## config.mk

```make
export PLATFORM = sky130hd
export DESIGN_NAME = pswl_session_ram
export DESIGN_NICKNAME = d
export VERILOG_FILES = /design/src/sv/pswl_session_ram.sv
export SDC_FILE = /design/constraint.sdc
export NUM_CORES = 1
export LEC_CHECK = 0
export BUFFER_PORTS_ARGS = -buffer_cell sky130_fd_sc_hd__buf_2
export CORE_UTILIZATION = 37
export DETAILED_ROUTE_END_ITERATION = 10
export GPL_ROUTABILITY_DRIVEN = 0
export PLACE_DENSITY = 0.51
export SETUP_SLACK_MARGIN = 0.3
export SYNTH_ARGS = -nofsm -noshare
export SYNTH_HDL_FRONTEND = slang
export SYNTH_SLANG_ARGS = --single-unit
```

## constraint.sdc

```tcl
create_clock -name clk -period 1.8 [get_ports clk]
set_clock_uncertainty 0.05 [all_clocks]
set_input_delay 0.36 -clock clk [delete_from_list [all_inputs] [get_ports clk]]
set_output_delay 0.36 -clock clk [all_outputs]
set_load 0.005 [all_outputs]
```

## src/sv/pswl_session_ram.sv

```systemverilog
module pswl_session_ram #(
	parameter int N_SES = 16,
	parameter int HW    = 4,
	parameter int CW    = 5,
	parameter int SW    = 4
) (
	input  logic          clk,
	input  logic          arst_n,
	input  logic [SW-1:0] rd_addr,
	output logic [HW-1:0] rd_head,
	output logic [CW-1:0] rd_cnt,
	input  logic          wr_en,
	input  logic          clr_en,
	input  logic [SW-1:0] wr_addr,
	input  logic [HW-1:0] wr_head,
	input  logic [CW-1:0] wr_cnt
);

	logic [HW-1:0]    head_mem [N_SES];
	logic [CW-1:0]    cnt_mem  [N_SES];
	logic [N_SES-1:0] valid_q;
	logic [HW-1:0]    head_rd_q;
	logic [CW-1:0]    cnt_rd_q;
	logic             valid_rd_q;

	always_ff @(posedge clk) begin
		if (wr_en) begin
			head_mem[wr_addr] <= wr_head;
			cnt_mem[wr_addr]  <= wr_cnt;
		end
		head_rd_q <= head_mem[rd_addr];
		cnt_rd_q  <= cnt_mem[rd_addr];
	end

	// A session never written, or cleared, reads as empty with head zero
	always_ff @(posedge clk or negedge arst_n) begin
		if (!arst_n) begin
			valid_q    <= '0;
			valid_rd_q <= 1'b0;
		end else begin
			if (clr_en)
				valid_q[wr_addr] <= 1'b0;
			else if (wr_en)
				valid_q[wr_addr] <= 1'b1;
			valid_rd_q <= valid_q[rd_addr];
		end
	end

	assign rd_head = valid_rd_q ? head_rd_q : '0;
	assign rd_cnt  = valid_rd_q ? cnt_rd_q : '0;

endmodule

```

Word-level counts from Yosys, hierarchy flattened
Memories as Yosys holds them, arrays and structs flattened. A register that Yosys moved wholly into a read port is not among the register bits.
Index checks and enable logic that the tools add are counted.

word-level totals
  memories kept = 2
  logic and storage cells = 22
  input bits = 21
  register bits after elaboration = 17
  memory bits (writable) = 144
  output and inout bits = 9

memory list
  name      depth  bits a word  rd ports  clocked after Yosys merged registers in  wr ports  RTL line  source
  cnt_mem   16     5            1         1                                        1         20        logic [CW-1:0] cnt_mem [N_SES];
  head_mem  16     4            1         1                                        1         19        logic [HW-1:0] head_mem [N_SES];

cells by class
  mux-type cells = 10
  magnitude comparators = 3
  reduce and logical (&&, ||, !) cells = 2
  bitwise logic cells = 3

operator list
  operator                                                                              number
  16-bit two-way mux                                                                    2
  16-bit AND                                                                            1
  16-bit NOT                                                                            1
  16-bit OR                                                                             1
  4-bit by 5-bit less-than comparator with 1-bit output (second input constant)         2
  5-bit two-way mux                                                                     1
  1-bit binary-select mux with 4-bit select                                             1
  1-bit demux with 4-bit select                                                         1
  4-bit by 1-bit greater-or-equal comparator with 1-bit output (second input constant)  1
  1-bit two-way mux                                                                     4
  4-bit two-way mux                                                                     1
  2-bit nonzero test                                                                    1
  1-bit logical AND                                                                     1

Longest topological paths before layout
Gate-level depths: netlist of the first run.

  depth in word-level cells = 7
  mapped depth = 5
  mapped depth without buffers = 3

Least setup slack after synthesis of the first run
OpenSTA, ideal clock, no wires.

  kind = in2reg
  from = in wr_addr[0]
  to = mem cnt_mem[0][0] (enable)
  buffers on the path = 0
  arrival = 1.257 ns
  required time = 1.374 ns
  stages on the path = 2
  library setup time = 0.376 ns
  setup slack = 0.117 ns
  path through = or3b_1 -> nor2_1

RTL lines
  what             RTL line  source
  start, declared  14        input logic [SW-1:0] wr_addr,
  end, declared    20

Straight into the memory's write port.

Final worst setup path of the first run
  from = reg valid_rd_q
  to = out rd_head[2]

on the way
  longest elaborated chain between the ends = 1

ends and longest elaborated chain
  what                    RTL line  source
  start, declared         24        logic valid_rd_q;
  start signal, assigned  45        valid_rd_q <= valid_q[rd_addr];
  4-bit two-way mux       49        assign rd_head = valid_rd_q ? head_rd_q : '0;
  end, declared           10        output logic [HW-1:0] rd_head,

Every way passes these cells.

==> out/qor.txt, run 1 <==
Yosys reg bits = 170
CP Capture Type = output port
outcome = completed
GRT overflow = 0
Worst-Skew Late Latency = 0.42 ns
clk sinks = 170
total power draw = 8740 uW
initial antenna violation count = 0
Detailed Route Iter0 Violations = 249
switching pwr = 1920 uW
synth warn = 0
Worst Path Max Fanout = 9
Max Cap Viol = 0
row cnt = 48
area of the multi-input gates = 1470 sq um
Net count, final = 396
Sequential Power Share = 51.8%
Max IR drop VDD = 0.686 mV
pwr/cell area = 1130 nW/um^2
initial core utilization = 37.8%
crit path kind = register to output port
syn_area_per_cell = 20.8 sq um
Setup crit start = valid_rd_q
clock power share = 41.3%
switch share = 22.0%
port bufs = 29
Arr. time, crit path = 1.23 ns
most frequent cells in the layout = edfxtp_1, mux4_2, buf_2
Clock Tree Buf Depth = 2
vias per cell = 5.19
Internal = 6820 uW
hold_ws = 0.259 ns
accumulated negative setup slack = 0 ns
pre-CTS WS = -0.0373 ns
Clock transition at path regs = 0.07 ns
DRC Markers = 0
Pleak = 0.00262 uW
Post-Route WL = 14,000 um
vias in the first global route = 3,396
Worst-Margin Slew = 0.972 ns
fin crit share = 91.1%
# Post-CTS Setup Buffers = 0
Syn-to-layout area delta = 19.3%
I/O Pins = 30
Worst setup SP type = register
Final Hold Viols = 0
die area = 18,100 sq um
H-tree depth = 4
layout cells sized above 1 = 34.5%
first-pass GRT wire length = 21,200 um
Fillers = 1,484
CTS root buffer = clkbuf_16
DR WL/cell = 22.9 um
Core ar. = 17,200 sq um
setup violators final = 0
CP max-delay cell = dfrtp_2
required time of the critical path = 1.39 ns
CTS Buf Count = 17
DIE WIDTH = 135 um
Synth Net Count = 334
Tmin final = 1.64 ns
RSZ-0062 raised after global routing = yes
beginning of the worst register-to-register path = cnt_mem[11][0]
register area share after synthesis = 75.7%
most common cell after layout, fill and taps aside = edfxtp_1
Die Y-Extent = 135 um
combinational power share = 7.0%
All-Layer GR Usage = 17.1%
drt pass-1 iters = 7
Yosys cell types = 21
final slew viol count = 0
Cells after Synth = 313
CTS tree = built
Max Clk Rate = 610 MHz
Syn Std Cell Area = 6510 sq um
relative max-transition margin = 35.0%
post-layout util = 45.1%
dpl hpwl = 9080 um
ANT nets after route = 0
HP Class = primary input to register
register area = 4930 sq um
Vias = 3,183
max incr delay on CP = 0.47 ns
crit-path cells = and2_1 -> buf_2
antenna cells = 0
largest net degree at the start of global routing = 24
setup ws final = 0.161 ns
hold wc startpoint = wr_cnt[4]
[flip-flops by register name (all words and copies together), names as in the netlist, named ones only]
signal / flops
head_mem: 64
head_rd_q: 4
cnt_rd_q: 5
valid_rd_q: 1
cnt_mem: 80
[repair_timing]
action,CTS,global route
gates resized for setup,1,0
endpoints found under the setup margin,9,9
hold endpoints to repair,17,0
hold buffers,1,0
[cell families (layout without fill, tap and decap cells)]
group	after synthesis	in the layout	synth area share, %
mux	40	40	14.5
buf+inv	15	90	1.44
compound gates	36	36	4.46
flops	170	170	75.7
simple gates	52	52	3.92
[path summary, 6_finish.rpt]
path | endpoint | slack (ns) | depth (start not counted)
max | rd_head[2] | 0.16 | 2
min | cnt_mem[3][4] | 0.26 | 1
max reg2reg | cnt_rd_q[0] | 0.47 | 3
min reg2reg | register | 0.46 | 1
max in group asynchronous | valid_rd_q | 1.03 | 2
min in group asynchronous | asynchronous set/reset pin | 0.35 | 2
[through the flow]
stage,cells,cell area (sq um)
3_5_place_dp,580,7170
6_report,613,7770
5_1_grt,613,7770
4_1_cts,613,7770
2_1_floorplan,313,6510
3_3_place_gp,580,7170
[Yosys cell counts]
cell,instances,area (sq um)
dfxtp_1,9,180
o22a_1,16,140
dfrtp_1,17,425
buf_8,2,30.0
nand2_1,12,45.0
or3b_1,1,8.76
nand3_1,2,10.0
buf_4,2,15.0
clkbuf_1,4,15.0
edfxtp_1,144,4320
mux4_1,12,315
mux4_2,28,631
a22oi_1,20,150
nor2_1,18,67.6
and2_1,10,62.6
nor2b_1,2,12.5
nand3b_1,4,30.0
or2_1,1,6.26
nand2b_1,2,12.5
buf_1,6,22.5
buf_6,1,11.3
[critical path, delay by kind of cell (launching register included)]
kind | cells | cell delay (ns)
buffers and inverters | 1 | 0.14
and+or+nand+nor | 1 | 0.20
DFF | 1 | 0.47
[routing by layer]
| metal | track usage, % | share of wire, % |
|---|---|---|
| met1 | 22.3 | 44 |
| met2 | 27.5 | 51 |
| met3 | 4.54 | 3.9 |
| met4 | 5.93 | 1.4 |
| met5 | 0 | 0 |
[layout make-up]
| class | instances | share of cell area, % |
|---|---|---|
| clock inverter | 15 | 2.11 |
| timing repair buffer | 58 | 6.47 |
| clock buffer | 17 | 5.47 |
| tap | 225 | 3.62 |
| sequential | 170 | 63.5 |
| multi-input combinational | 128 | 18.9 |
[power groups by stage]
stage	Clock, uW	Sequential (uW)	Combinational (uW)
global placement	0	4600	614
global route	3860	4540	669
CTS	3690	4530	626
detailed placement	0	4610	623
finish	3610	4530	610
floorplan	0	4580	381
Note: power is estimated with default switching activity, not from simulation.
==> run 2: changes to the inputs <==
--- a/config.mk
+++ b/config.mk
@@ -6,10 +6,12 @@
 export NUM_CORES = 1
 export LEC_CHECK = 0
 export BUFFER_PORTS_ARGS = -buffer_cell sky130_fd_sc_hd__buf_2
+export CELL_PAD_IN_SITES_DETAIL_PLACEMENT = 1
+export CELL_PAD_IN_SITES_GLOBAL_PLACEMENT = 1
 export CORE_UTILIZATION = 37
 export DETAILED_ROUTE_END_ITERATION = 10
 export GPL_ROUTABILITY_DRIVEN = 0
-export PLACE_DENSITY = 0.51
+export PLACE_DENSITY = 0.56
 export SETUP_SLACK_MARGIN = 0.3
 export SYNTH_ARGS = -nofsm -noshare
 export SYNTH_HDL_FRONTEND = slang
==> out/qor.txt, run 2 (same netlist as run 1, synthesis figures left out) <==
Max Clk Rate = 622 MHz
Worst setup SP type = register
setup violators final = 0
CTS tree = built
Core ar. = 17,200 sq um
reg2reg setup slack = 0.45 ns
final slew viol count = 0
Pleak = 0.00262 uW
Largest regs = cnt_mem (80), head_mem (64), cnt_rd_q (5)
Arr. time, crit path = 1.20 ns
RSZ-0062 raised after global routing = yes
Clock Tree Buf Depth = 2
CP Capture Type = output port
DIE WIDTH = 135 um
die area = 18,100 sq um
switch share = 20.4%
Post-Route WL = 14,900 um
Die Y-Extent = 135 um
most common cell after layout, fill and taps aside = edfxtp_1
register area = 4930 sq um
area of the multi-input gates = 1470 sq um
DR WL/cell = 24.3 um
most frequent cells in the layout = edfxtp_1, mux4_2, buf_2
Final Instance Area = 7780 sq um
port bufs = 29
outcome = completed
hold_ws = 0.259 ns
HP Class = primary input to register
Placed Area = 7180 sq um
vias in the first global route = 3,504
clock power share = 41.6%
All-Layer GR Usage = 17.9%
layout cells sized above 1 = 32.8%
I/O Pins = 30
Worst-Skew Late Latency = 0.42 ns
CTS Buf Count = 17
Top reg by flops = cnt_mem
largest net degree at the start of global routing = 29
Max Cap Viol = 0
Sequential Power Share = 51.5%
Net count, final = 395
DRC Markers = 0
CTS root buffer = clkbuf_16
vias per cell = 5.22
crit path kind = register to output port
drt pass-1 iters = 4
Internal = 7010 uW
max FFs per register = 80
crit-path cells = and2_1 -> buf_2
Vias = 3,196
H-tree depth = 4
Buf+Inv Stages, Crit Path = 1
Max IR drop VDD = 0.687 mV
first-pass GRT wire length = 22,100 um
Worst Path Max Fanout = 9
fin crit share = 89.3%
max incr delay on CP = 0.48 ns
Final Hold Viols = 0
relative max-transition margin = 42.3%
pre-CTS WS = -0.0694 ns
Tmin final = 1.61 ns
Syn-to-layout area delta = 19.4%
Fillers = 1,584
switching pwr = 1800 uW
Detailed Route Iter0 Violations = 173
ANT nets after route = 0
initial antenna violation count = 0
GRT overflow = 0
clk sinks = 170
antenna cells = 0
pwr/cell area = 1130 nW/um^2
Clock transition at path regs = 0.06 ns
required time of the critical path = 1.39 ns
row cnt = 48
CP top delay family = flip-flops
initial core utilization = 37.8%
setup ws final = 0.193 ns
Worst-Margin Slew = 0.864 ns
combinational power share = 6.9%
CP max-delay cell = dfrtp_2
## run 2: cell types whose count changed in the layout (fill, tap and decap cells not counted)
cell and delta:
bufinv_16 +1, clkinv_1 +1, clkinvlp_4 -2, inv_6 -4, inv_8 -1, buf_4 -2
clkbuf_8 +2, clkinv_4 -2, clkbuf_1 +5, buf_12 +1
## run 2: power by group through the flow
stage	logic (uW)	registers, uW	clock network, uW
finish	612	4530	3660
floorplan	381	4580	0
global placement	610	4600	0
detailed placement	628	4620	0
global route	668	4550	3850
CTS	630	4530	3730
## run 2: routing by layer
| layer | vias to the layer above | part of all wire (%) | track usage [%] |
|---|---|---|---|
| met3 | 20 | 2.9 | 4.05 |
| met5 | - | 0 | 0 |
| met2 | 61 | 51 | 29.8 |
| met4 | 0 | 1.4 | 6.55 |
| li1 | 1411 | - | - |
| met1 | 1704 | 45 | 23.0 |
## run 2: layout make-up
cell class	count	area share, %
Clock inverter	8	1.53
Timing Repair Buffer	57	6.53
Sequential cell	170	63.4
Tap cell	225	3.62
Multi-Input combinational cell	128	18.9
Clock buffer	24	6.06
## run 2: worst paths after layout
check	from	to	depth (start not counted)
hold reg to reg	register	register	1
setup / recovery	valid_rd_q	rd_cnt[0]	2
min in group asynchronous	arst_n	asynchronous set/reset pin	2
setup reg to reg	cnt_mem[2][1]	cnt_rd_q[1]	3
hold / removal	wr_head[1]	head_mem[6][1]	1
max in group asynchronous	arst_n	valid_rd_q	2
## run 2: per-stage QoR
step	utilization, %	instances	total power [uW]	TNS, ns
after detailed placement	41.6	579	5240	-0.124
final	45.1	612	8810	0
after CTS	45.1	612	8900	0
after global placement	41.6	579	5210	-0.124
after global routing	45.1	612	9070	0
after floorplan	-	313	4960	0
## run 2: repair_timing
action,4_1_cts,5_1_grt
hold endpoints to repair,17,0
hold buffers,1,0
setup endpoints to repair,9,9
cloned,0,0
resized for setup,1,0
setup buffers,0,0
